### src/tpg_pkg.sv
// shared constants, types and the cordic angle table of the two-axis guidance block
package tpg_pkg;

    localparam int CORDIC_STEPS = 16;
    localparam int STEP_CW      = $clog2(CORDIC_STEPS);
    localparam int CIN_W        = 36;
    localparam int CW           = 38;
    localparam int ZW           = 34;
    localparam int DIV_NW       = 37;
    localparam int DIV_DW       = 16;
    localparam int DIV_CW       = $clog2(DIV_NW + 1);

    localparam logic signed [20:0] PI_Q16       = 21'sd205887;
    localparam logic signed [20:0] TWO_PI_Q16   = 21'sd411775;
    localparam logic signed [ZW-1:0] HALF_PI_Q30 = 34'sd1686629713;
    localparam logic [29:0] KINV_Q30     = 30'd652032874;
    localparam logic [26:0] DEG2RAD_Q32  = 27'd74961321;
    localparam logic [16:0] MIN_AUTH_Q16 = 17'd6554;
    localparam logic [16:0] FULL_AUTH    = 17'd65536;
    localparam logic [38:0] MIN_GROUND_Q8 = 39'd12800;
    localparam logic signed [19:0] DEADZONE_Q16 = 20'sd66;
    localparam logic signed [51:0] CMD_MAX = 52'sd262143;
    localparam logic signed [51:0] CMD_MIN = -52'sd262144;

    typedef enum logic [2:0] {
        CFG_PROP_GAIN  = 3'd0,
        CFG_INTEG_GAIN = 3'd1,
        CFG_DERIV_GAIN = 3'd2,
        CFG_INTEG_LIM  = 3'd3,
        CFG_TURN_RATE  = 3'd4,
        CFG_BEST_SPEED = 3'd5
    } cfg_index_t;

    // arctangent of 2^-i in q4.30
    function automatic logic [ZW-1:0] atan_q30(input logic [4:0] i);
        logic [ZW-1:0] r;
        unique case (i)
            5'd0:    r = 34'd843314857;
            5'd1:    r = 34'd497837829;
            5'd2:    r = 34'd263043837;
            5'd3:    r = 34'd133525159;
            5'd4:    r = 34'd67021687;
            5'd5:    r = 34'd33543516;
            5'd6:    r = 34'd16775851;
            5'd7:    r = 34'd8388437;
            5'd8:    r = 34'd4194283;
            5'd9:    r = 34'd2097149;
            default: r = 34'd1 << (5'd30 - i);
        endcase
        return r;
    endfunction

endpackage

### src/tpg_div.sv
// restoring unsigned divider, one quotient bit per cycle
module tpg_div
    import tpg_pkg::*;
(
    input  logic              clk,
    input  logic              rst_n,
    input  logic              start,
    input  logic [DIV_NW-1:0] dividend,
    input  logic [DIV_DW-1:0] divisor,
    output logic              done,
    output logic [DIV_NW-1:0] quotient
);

    logic              busy_reg;
    logic              done_reg;
    logic [DIV_CW-1:0] cnt_reg;
    logic [DIV_NW-1:0] q_reg;
    logic [DIV_DW-1:0] rem_reg;
    logic [DIV_DW-1:0] den_reg;
    logic [DIV_DW:0]   trial;
    logic              ge;

    assign trial = {rem_reg, q_reg[DIV_NW-1]};
    assign ge    = (trial >= {1'b0, den_reg});

    always_ff @(posedge clk or negedge rst_n)
    begin
        if (!rst_n)
        begin
            busy_reg <= 1'b0;
            done_reg <= 1'b0;
            cnt_reg  <= '0;
        end
        else if (start)
        begin
            busy_reg <= 1'b1;
            done_reg <= 1'b0;
            cnt_reg  <= '0;
        end
        else if (busy_reg)
        begin
            cnt_reg <= cnt_reg + 1'b1;
            if (cnt_reg == DIV_CW'(DIV_NW - 1))
            begin
                busy_reg <= 1'b0;
                done_reg <= 1'b1;
            end
        end
        else
        begin
            done_reg <= 1'b0;
        end
    end

    always_ff @(posedge clk)
    begin
        if (start)
        begin
            q_reg   <= dividend;
            rem_reg <= '0;
            den_reg <= divisor;
        end
        else if (busy_reg)
        begin
            q_reg   <= {q_reg[DIV_NW-2:0], ge};
            rem_reg <= ge ? DIV_DW'(trial - {1'b0, den_reg}) : trial[DIV_DW-1:0];
        end
    end

    assign done     = done_reg;
    assign quotient = q_reg;

endmodule

### config.mk
export PLATFORM = sky130hd
export DESIGN_NAME = tpg_div
export DESIGN_NICKNAME = d
export VERILOG_FILES = /design/src/tpg_pkg.sv /design/src/tpg_div.sv
export SDC_FILE = /design/constraint.sdc
export NUM_CORES = 1
export LEC_CHECK = 0
export BUFFER_PORTS_ARGS = -buffer_cell sky130_fd_sc_hd__clkbuf_2
export CAP_MARGIN = 20
export CORE_MARGIN = 2
export CORE_UTILIZATION = 55
export CTS_CLUSTER_SIZE = 30
export DETAILED_ROUTE_END_ITERATION = 8
export PLACE_DENSITY = 0.79
export SLEW_MARGIN = 40
export SYNTH_ARGS = -nofsm -noshare
export SYNTH_HDL_FRONTEND = slang
export SYNTH_SLANG_ARGS = --single-unit
### constraint.sdc
create_clock -name clk -period 2.9 [get_ports clk]
set_clock_uncertainty 0.2 [all_clocks]
set_input_delay 0.29 -clock clk [delete_from_list [all_inputs] [get_ports clk]]
set_output_delay 0.29 -clock clk [all_outputs]
set_load 0.05 [all_outputs]
==> summary.md <==
| Metric | Value |
|---|---|
| Initial antenna violation count | `0` |
| Final Hold Viols | `0` |
| Max Fclk | `379.1 MHz` |
| WHS Path Cells | `2` |
| # H-tree levels | `3` |
| Layout area overhead | `22.87%` |
| Drt pass-1 iters | `4` |
| DP HPWL | `6753 um` |
| Share of layout cells above drive strength 1 | `35.51%` |
| Vias in the first global route | `3356` |
| Antenna viol nets, final | `0` |
| Crit path largest cell delay | `0.39 ns` |
| GR Overflow Total | `0` |
| Cts bufs inserted | `9` |
| Drt initial violations | `142` |
| Tot Pwr | `2.762 mW` |
| I/O pin count | `94` |
| VDD IR max | `0.4170 mV` |
| CTS tree | `built` |
| CTS Buffer Depth | `2` |
| Relative slew slack | `68.01%` |
| EDFF count, synth | `53` |
| WL per Instance | `15.94 um` |
| Status | `finished, final reports clean` |
| Drt via density | `5.552` |
| Largest net degree at the start of global routing | `42` |
| Critical-path maximum fanout | `3` |
| Final setup viols | `0` |
| Final Util | `68.82%` |
| Number of core rows | `32` |
| Sum Neg Setup Slack | `0 ns` |
| Synth top area cells | `edfxtp_1 37%, mux2_2 9.7%, dfxtp_1 7.5%` |
| CP endpoint kind | `flop` |
| Synth top area share | `37.16%` |
| Die Width | `92.25 um` |
| Die Y | `92.25 um` |
| Port buffer count | `93` |
| Synth Instances | `375` |
| Post-synth cell types | `54` |
| Aggregate global-route resource usage | `23.82%` |
| Synth async-reset ratio | `10.39%` |
| WL final | `9439 um` |
| WP depth | `9` |
| Worst Reg-to-Reg Cells | `9` |
| Prevailing post-synth register cell | `edfxtp_1` |
| Syn_area_per_cell | `11.42 um^2` |
| RSZ-0062 raised after global routing | `no` |
| Final slew viol count | `0` |
| Worst path bufs/invs | `1` |
| Worst setup SP type | `flop` |
| Post-Syn Nets | `450` |
| Skew-Pair Late Insertion Delay | `0.37 ns` |
| Pwr dens | `524.8 nW/um^2` |
| Clock slew seen by the registers of the worst setup and hold paths | `0.09 ns` |
| Hold crit path type | `input pin to flop` |
| Die area | `8509 um^2` |
| Max Cap Violations | `0` |
| Initial Utilization | `56.00%` |
| Least-Margin Pin Slew | `0.4786 ns` |
| Required time worst endpoint | `2.97 ns` |
| Antenna cells | `0` |
| Cell area after synthesis | `4283 um^2` |
| Crit path kind | `flop to flop` |
| CP Cell Sequence | `inv_1 -> ha_1 -> fa_1 -> nand2b_1 -> a21oi_1 -> o21ai_1 -> a211oi_1 -> o31ai_1 -> a311oi_1` |
| First-pass GRT wire length | `15800 um` |
| Routed via count | `3287` |
| Core Area | `7647 um^2` |
| Cell taking the most area after synthesis | `edfxtp_1` |
| Synth Warn # | `0` |
| Synth Register Bits | `77` |
| Leakage | `2.305 nW` |
| Post-synthesis sequential area ratio | `49.31%` |
| Finished Layout Cells | `592` |
| Largest register FFs | `37` |
| Root Buffer | `clkbuf_8` |
| DR DRC count | `0` |
| Final #Nets | `561` |
| Fin crit share | `90.96%` |
| Routability congestion estimate | `0.9348` |
| Cell family with most CP delay | `compound AO/OA/AOI/OAI gates` |
| CP max stage cell | `fa_1` |
| Num Clock Sinks | `77` |
| Arr. time, crit path | `2.70 ns` |
| DP Cell Count | `560` |
| Min Clock Period, post-route | `2.638 ns` |
-- layer usage --
metal  GRT usage [%]  wire length [um]
met4           10.20               216
met2           38.05              4487
met1           30.17              4107
met3           7.067               627
met5               0                 0
-- worst register-to-register path: cells and delay by family (launching register included) --
kind                     cells  cell delay (ns)
AO/OA/AOI/OAI                5             1.10
adder cells (fa/ha/maj)      2             0.61
flip-flops                   1             0.35
AND/OR/NAND/NOR              1             0.21
buffers and inverters        1             0.06
-- report_power, final --
| part | internal [mW] | total [mW] | switching [mW] |
|---|---|---|---|
| registers | 1.26 | 1.31 | 0.0425 |
| logic | 0.189 | 0.549 | 0.360 |
| clock network | 0.488 | 0.908 | 0.419 |
-- cell usage in the layout, fill, tap and decap left out, types with 3 or more instances in the layout --
master	n
a211oi_1	6
a211oi_2	3
a21o_1	14
a21oi_1	15
a311oi_1	5
a311oi_2	6
a31oi_2	3
and3_1	5
buf_4	11
clkbuf_2	92
clkbuf_8	9
dfrtp_1	8
dfxtp_1	16
dlygate4sd3_1	17
edfxtp_1	53
ha_1	18
inv_1	23
mux2_2	37
mux2i_1	6
nand2_1	23
nand2b_1	7
nand3_1	9
nand4_1	7
nor2_1	30
nor3_1	3
nor3b_1	4
o21ai_0	5
o21ai_1	5
or3_1	3
xnor2_1	3
xor2_1	7
-- stage by stage --
stage                     cell area [um^2]  worst slack, ns  hold WS [ns]
after floorplan                       4283           0.2709       -0.2056
after global placement                4873           0.4042      -0.05086
after detailed placement              4873           0.2860      -0.04395
after CTS                             5263           0.2665      0.008593
after global routing                  5263          0.05476       0.01507
final                                 5263           0.2622       0.02026
-- cell families (layout without fill, tap and decap cells) --
group	count (synthesis)	after routing	share of synthesized area, %
AOI/OAI and AO/OA	81	81	15.60
xor gates and xnor gates	10	10	2.045
adders and majority gates	19	19	5.726
buffers and inverters	44	159	4.353
DFF	77	77	49.31
muxes	44	44	11.39
and+or+nand+nor	100	100	11.57
-- final cells by class --
| cell class | instances | area, um^2 |
|---|---|---|
| multi-input cells | 254 | 1984 |
| clock inverters | 6 | 95.09 |
| inverters | 23 | 86.33 |
| flip-flops and latches | 77 | 2112 |
| fillers | 552 | 2385 |
| repair buffers | 121 | 733.2 |
| clock buffers | 9 | 123.9 |
| well taps | 102 | 127.6 |
-- final timing paths --
check	slack, ns	startpoint	to
worst max-delay path	0.26	quotient[36]	rem_reg[14]
worst min-delay path	0.02	dividend[28]	quotient[28]
worst max register to register	0.26	quotient[36]	rem_reg[14]
worst min register to register	0.32	rem_reg[11]	rem_reg[12]
max in group asynchronous	2.17	rst_n	cnt_reg[1]
min in group asynchronous	0.12	rst_n	done
-- cell usage after synthesis, types with 2 or more instances --
master and count:
a21o_1 14, edfxtp_1 53, a211oi_1 6, nand3_1 9, o31ai_1 2, nor2b_1 2
a21boi_0 2, o22ai_1 2, clkbuf_1 7, buf_2 5, o2111ai_1 2, dfrtp_1 8
mux2_2 37, nor3b_1 4, nor2_1 30, mux2i_1 6, nand2_1 23, nand4_1 7
o21ai_0 5, inv_1 23, and3_1 5, dfxtp_1 16, nand2b_1 7, a311oi_1 5
a21oi_1 15, xor2_1 7, ha_1 18, xnor2_1 3, buf_1 7, nor3_1 3
o21ai_1 5, a31oi_2 3, buf_6 2, a311oi_2 6, or3_1 3, and4_1 2
a211oi_2 3, a31oi_1 2
-- what timing repair did --
action / 4_1_cts / 5_1_grt
resized for setup: 0 / 0
setup buffers: 0 / 0
endpoints found under the hold margin: 24 / 0
hold buffers: 17 / 0
No activity file was read; power rests on OpenSTA's default activity.
