$ cat config.mk
export PLATFORM = sky130hd
export DESIGN_NAME = tpg_cordic
export DESIGN_NICKNAME = d
export VERILOG_FILES = /design/src/tpg_pkg.sv /design/src/tpg_cordic.sv
export SDC_FILE = /design/constraint.sdc
export NUM_CORES = 1
export LEC_CHECK = 0
export ABC_AREA = 1
export BUFFER_PORTS_ARGS = -buffer_cell sky130_fd_sc_hd__buf_2
export CAP_MARGIN = 15
export CELL_PAD_IN_SITES_DETAIL_PLACEMENT = 1
export CELL_PAD_IN_SITES_GLOBAL_PLACEMENT = 2
export CORE_MARGIN = 5
export CORE_UTILIZATION = 34
export CTS_CLUSTER_SIZE = 28
export DETAILED_ROUTE_END_ITERATION = 12
export GPL_TIMING_DRIVEN = 1
export MAX_ROUTING_LAYER = met4
export PLACE_DENSITY = 0.79
export SLEW_MARGIN = 20
export SYNTH_ARGS = -nofsm -noshare
export SYNTH_HDL_FRONTEND = slang
export SYNTH_SLANG_ARGS = --single-unit
$ cat constraint.sdc
create_clock -name clk -period 6.1 [get_ports clk]
set_input_delay 1.22 -clock clk [delete_from_list [all_inputs] [get_ports clk]]
set_output_delay 1.22 -clock clk [all_outputs]
set_load 0.05 [all_outputs]
$ cat src/tpg_pkg.sv
// shared constants, types and the cordic angle table of the two-axis guidance block
package tpg_pkg;

    localparam int CORDIC_STEPS = 16;
    localparam int STEP_CW      = $clog2(CORDIC_STEPS);
    localparam int CIN_W        = 36;
    localparam int CW           = 38;
    localparam int ZW           = 34;
    localparam int DIV_NW       = 37;
    localparam int DIV_DW       = 16;
    localparam int DIV_CW       = $clog2(DIV_NW + 1);

    localparam logic signed [20:0] PI_Q16       = 21'sd205887;
    localparam logic signed [20:0] TWO_PI_Q16   = 21'sd411775;
    localparam logic signed [ZW-1:0] HALF_PI_Q30 = 34'sd1686629713;
    localparam logic [29:0] KINV_Q30     = 30'd652032874;
    localparam logic [26:0] DEG2RAD_Q32  = 27'd74961321;
    localparam logic [16:0] MIN_AUTH_Q16 = 17'd6554;
    localparam logic [16:0] FULL_AUTH    = 17'd65536;
    localparam logic [38:0] MIN_GROUND_Q8 = 39'd12800;
    localparam logic signed [19:0] DEADZONE_Q16 = 20'sd66;
    localparam logic signed [51:0] CMD_MAX = 52'sd262143;
    localparam logic signed [51:0] CMD_MIN = -52'sd262144;

    typedef enum logic [2:0] {
        CFG_PROP_GAIN  = 3'd0,
        CFG_INTEG_GAIN = 3'd1,
        CFG_DERIV_GAIN = 3'd2,
        CFG_INTEG_LIM  = 3'd3,
        CFG_TURN_RATE  = 3'd4,
        CFG_BEST_SPEED = 3'd5
    } cfg_index_t;

    // arctangent of 2^-i in q4.30
    function automatic logic [ZW-1:0] atan_q30(input logic [4:0] i);
        logic [ZW-1:0] r;
        unique case (i)
            5'd0:    r = 34'd843314857;
            5'd1:    r = 34'd497837829;
            5'd2:    r = 34'd263043837;
            5'd3:    r = 34'd133525159;
            5'd4:    r = 34'd67021687;
            5'd5:    r = 34'd33543516;
            5'd6:    r = 34'd16775851;
            5'd7:    r = 34'd8388437;
            5'd8:    r = 34'd4194283;
            5'd9:    r = 34'd2097149;
            default: r = 34'd1 << (5'd30 - i);
        endcase
        return r;
    endfunction

endpackage

$ cat src/tpg_cordic.sv
// vectoring cordic, one micro-rotation per cycle, gives angle and scaled length
module tpg_cordic
    import tpg_pkg::*;
(
    input  logic                    clk,
    input  logic                    rst_n,
    input  logic                    start,
    input  logic signed [CIN_W-1:0] x_in,
    input  logic signed [CIN_W-1:0] y_in,
    output logic                    done,
    output logic signed [19:0]      angle,
    output logic [CW-1:0]           mag_x
);

    logic                     busy_reg;
    logic                     done_reg;
    logic [STEP_CW-1:0]       cnt_reg;
    logic signed [CW-1:0]     x_reg;
    logic signed [CW-1:0]     y_reg;
    logic signed [ZW-1:0]     z_reg;
    logic signed [CW-1:0]     xe;
    logic signed [CW-1:0]     ye;
    logic signed [CW-1:0]     xs;
    logic signed [CW-1:0]     ys;
    logic signed [ZW-1:0]     a;
    logic signed [ZW-1:0]     zr;

    assign xe = CW'(x_in);
    assign ye = CW'(y_in);
    assign xs = x_reg >>> cnt_reg;
    assign ys = y_reg >>> cnt_reg;
    assign a  = atan_q30(5'(cnt_reg));
    assign zr = z_reg + ZW'(8192);

    always_ff @(posedge clk or negedge rst_n)
    begin
        if (!rst_n)
        begin
            busy_reg <= 1'b0;
            done_reg <= 1'b0;
            cnt_reg  <= '0;
        end
        else if (start)
        begin
            cnt_reg  <= '0;
            busy_reg <= !(x_in == '0 && y_in == '0);
            done_reg <= (x_in == '0 && y_in == '0);
        end
        else if (busy_reg)
        begin
            cnt_reg <= cnt_reg + 1'b1;
            if (cnt_reg == STEP_CW'(CORDIC_STEPS - 1))
            begin
                busy_reg <= 1'b0;
                done_reg <= 1'b1;
            end
        end
        else
        begin
            done_reg <= 1'b0;
        end
    end

    always_ff @(posedge clk)
    begin
        if (start)
        begin
            if (x_in == '0 && y_in == '0)
            begin
                x_reg <= '0;
                y_reg <= '0;
                z_reg <= '0;
            end
            else if (x_in < 0)
            begin
                if (y_in >= 0)
                begin
                    x_reg <= ye;
                    y_reg <= -xe;
                    z_reg <= HALF_PI_Q30;
                end
                else
                begin
                    x_reg <= -ye;
                    y_reg <= xe;
                    z_reg <= -HALF_PI_Q30;
                end
            end
            else
            begin
                x_reg <= xe;
                y_reg <= ye;
                z_reg <= '0;
            end
        end
        else if (busy_reg)
        begin
            if (y_reg > 0)
            begin
                x_reg <= x_reg + ys;
                y_reg <= y_reg - xs;
                z_reg <= z_reg + a;
            end
            else
            begin
                x_reg <= x_reg - ys;
                y_reg <= y_reg + xs;
                z_reg <= z_reg - a;
            end
        end
    end

    assign done  = done_reg;
    assign angle = zr[ZW-1:14];
    assign mag_x = x_reg;

endmodule

==> reports/results.ini <==
[logic_synthesis]
syn_avg_cell_area_um2 = 5.91
synth_top_family_by_area = simple AND/OR/NAND/NOR gates
async_reset_ff_share_pct = 5.17
ys_ff_latch = 116
synth-xor-area-share_pct = 6.05
synth.area.top_cells = nand2_1, edfxtp_1, nand3_1
synthesis.area_um2 = 21400
synth_edf_count = 110
synth_largest_area_cell = nand2_1
postSynthCellCount = 3623
synth.net_count = 3822
synth_ff_type = edfxtp_1
synth_simple_gate_area_share_pct = 41.1
synth.mux.area_fraction_pct = 0.140
synth.yosys.seq_area_share_pct = 16.1
yosys.area.top_type_share_pct = 15.7
ys_types = 65
synth_compound_area_share_pct = 19.1
yosys_warnings = 0
synthAdderAreaFrac_pct = 7.36

[cts]
clk_latency_ns = 0.49
cts_buffers = 17
clockBufferDepth = 2
cts.sink_count = 116
postCtsSetupRepairBufs = 0
cts_tree = built
clk_pin_slew_ns = 0.06
h-tree-depth = 4
cts_hold_buf = 0
clock-root-buffer = clkbuf_16

[sta]
rsz0062_at_grt = no
setup-violations-final = 0
finClkSkew_ns = 0.0218
fin_crit_ns = 5.77
worst_slew_pin_slew_ns = 1.02
whs_ns = 0.544
timing.setup.tns_ns = 0
finalHoldViolations = 0
slew_headroom_pct = 31.3
timing.final.crit_share_pct = 94.5
final_max_slew_viol_count = 0
fmax_ghz = 0.173

[worst_hold_path]
hp-start = done
worstHoldEndpoint = done
hold_path.class = reg2reg
min_path_cells = 2

[worst_setup_path]
r2r_setup_slack_ns = 0.33
crit_type = reg2reg
required_ns = 6.34
cp.arrival_ns = 6.00
slowest_delay_ns = 0.50
r2r_cells = 27
crit_path_start_kind = flip-flop
slowest_stage = dfrtp_2
timing.rr.start = cnt_reg[0]
crit_fanout = 83
cp_common_cell = nand2_1
r2r_end = y_reg[35]
end_kind = flip-flop

[placement]
io_buffers = 133
dpl.hpwl_um = 89600
gp_congestion = 1.01

[global_route]
antenna_found_initial = 1
grt_pass1_wl_um = 164000
grt_overflow = 0
grt_pass1_vias = 26400
grt_start_max_net_pins = 84
track_usage_pct = 32.3

[detailed_routing]
viasPerCell = 5.69
ant_nets = 0
vias = 25900
drt_first_pass_iters = 5
drt_wl_total_um = 110000
drt-initial-drc-count = 1923
wire_per_inst_um = 24.1
drcViolationCount = 0

[floorplan]
initial_core_util_pct = 34.1
die_h_um = 261
die-area_um2 = 68000
pin_count = 134
fp.coreArea_um2 = 62700
fp.dieW_um = 261
num_rows = 92

[layout]
multiInputGateArea_um2 = 15800
final-seq-area_um2 = 3460
layout-area-overhead-vs-synth_pct = 9.29
final_nets = 3884
fill_cells = 8560
layout-drive-gt1-share_pct = 10.2

[job]
maxCapViolations = 0

[status]
status = completed

-- how the worst max path moves through the flow --
stage,depth (start not counted),to,slack (ns),start
2_1_floorplan,4,mag_x[0],1.43,start
3_3_place_gp,29,y_reg[31],0.41,cnt_reg[0]
3_5_place_dp,28,y_reg[31],0.29,cnt_reg[0]
4_1_cts,28,y_reg[31],0.27,cnt_reg[0]
5_1_grt,26,y_reg[31],0.14,cnt_reg[0]
6_report,27,y_reg[35],0.33,cnt_reg[0]
-- through the flow --
step	util (%)	instance area [µm²]	instances	setup slack, ns
2_1_floorplan	-	21400	3623	1.43
3_3_place_gp	36.3	22800	4512	0.405
3_5_place_dp	36.3	22800	4512	0.293
4_1_cts	37.3	23400	4544	0.274
5_1_grt	37.3	23400	4544	0.140
6_report	37.3	23400	4545	0.335
-- layer usage --
| layer | share of wire [%] | track usage [%] |
|---|---|---|
| met1 | 43 | 40.2 |
| met2 | 47 | 53.4 |
| met5 | 0 | - |
| met4 | 4.3 | 12.4 |
| met3 | 5.2 | 4.55 |
-- layout make-up --
class                      count  share of cell area (%)
inverter                     395                    6.41
clock inverter                12                   0.664
multi-input combinational   2986                    67.5
sequential                   116                    14.8
clock buffer                  20                    1.87
tap                          846                    4.53
timing repair buffer         169                    4.23
antenna                        1                  0.0107
-- Yosys cell counts (all sizes together), types with 4 or more instances --
cell and n:
a21boi 9, a21o 10, a21oi 267, a31oi 31
and2 6, buf 73, clkbuf 53, dfrtp 6
edfxtp 110, ha 121, inv 392, nand2 922
nand3 503, nand3b 6, nand4 31, nor2 381
nor3 64, nor3b 4, nor4 27, o211ai 12
o21a 7, o21ai 341, o21bai 17, o221ai 11
o22ai 13, o31ai 7, or2 30, xnor2 46
xor2 101
-- worst max-delay path, delay by kind of cell (launching register included) --
family          cells  cell delay (ns)
simple gates       13             1.98
flops               1             0.50
buf+inv             5             0.96
fa+ha+maj           2             0.68
xor+xnor            1             0.22
compound gates      6             1.03
-- kinds of logic after synthesis --
kind of cell	after synthesis
simple gates	1977
buf+inv	521
xor+xnor	147
compound gates	735
flops	116
fa+ha+maj	124
mux	3
-- timing repair --
action / CTS / global route
setup endpoints to repair: 0 / 6
gates resized for setup: 0 / 3
hold endpoints to repair: 0 / 0
-- placed cells by master (no fill, tap or decap), types with 28 or more instances in the layout --
| master | netlist | layout |
|---|---|---|
| nand2_1 | 895 | 893 |
| nand3_1 | 488 | 488 |
| inv_1 | 364 | 364 |
| nor2_1 | 352 | 352 |
| o21ai_0 | 296 | 296 |
| a21oi_1 | 258 | 257 |
| buf_2 | 34 | 133 |
| ha_1 | 121 | 121 |
| edfxtp_1 | 110 | 110 |
| xor2_1 | 100 | 100 |
| nor3_1 | 56 | 56 |
| xnor2_1 | 46 | 46 |
| nand4_1 | 31 | 31 |
| a31oi_1 | 31 | 31 |
| buf_4 | 9 | 31 |
| o21ai_1 | 28 | 28 |
Power is left out: the tool's default activity adds up to more than one toggle a clock period on the data nets, which glitch-free logic cannot reach.
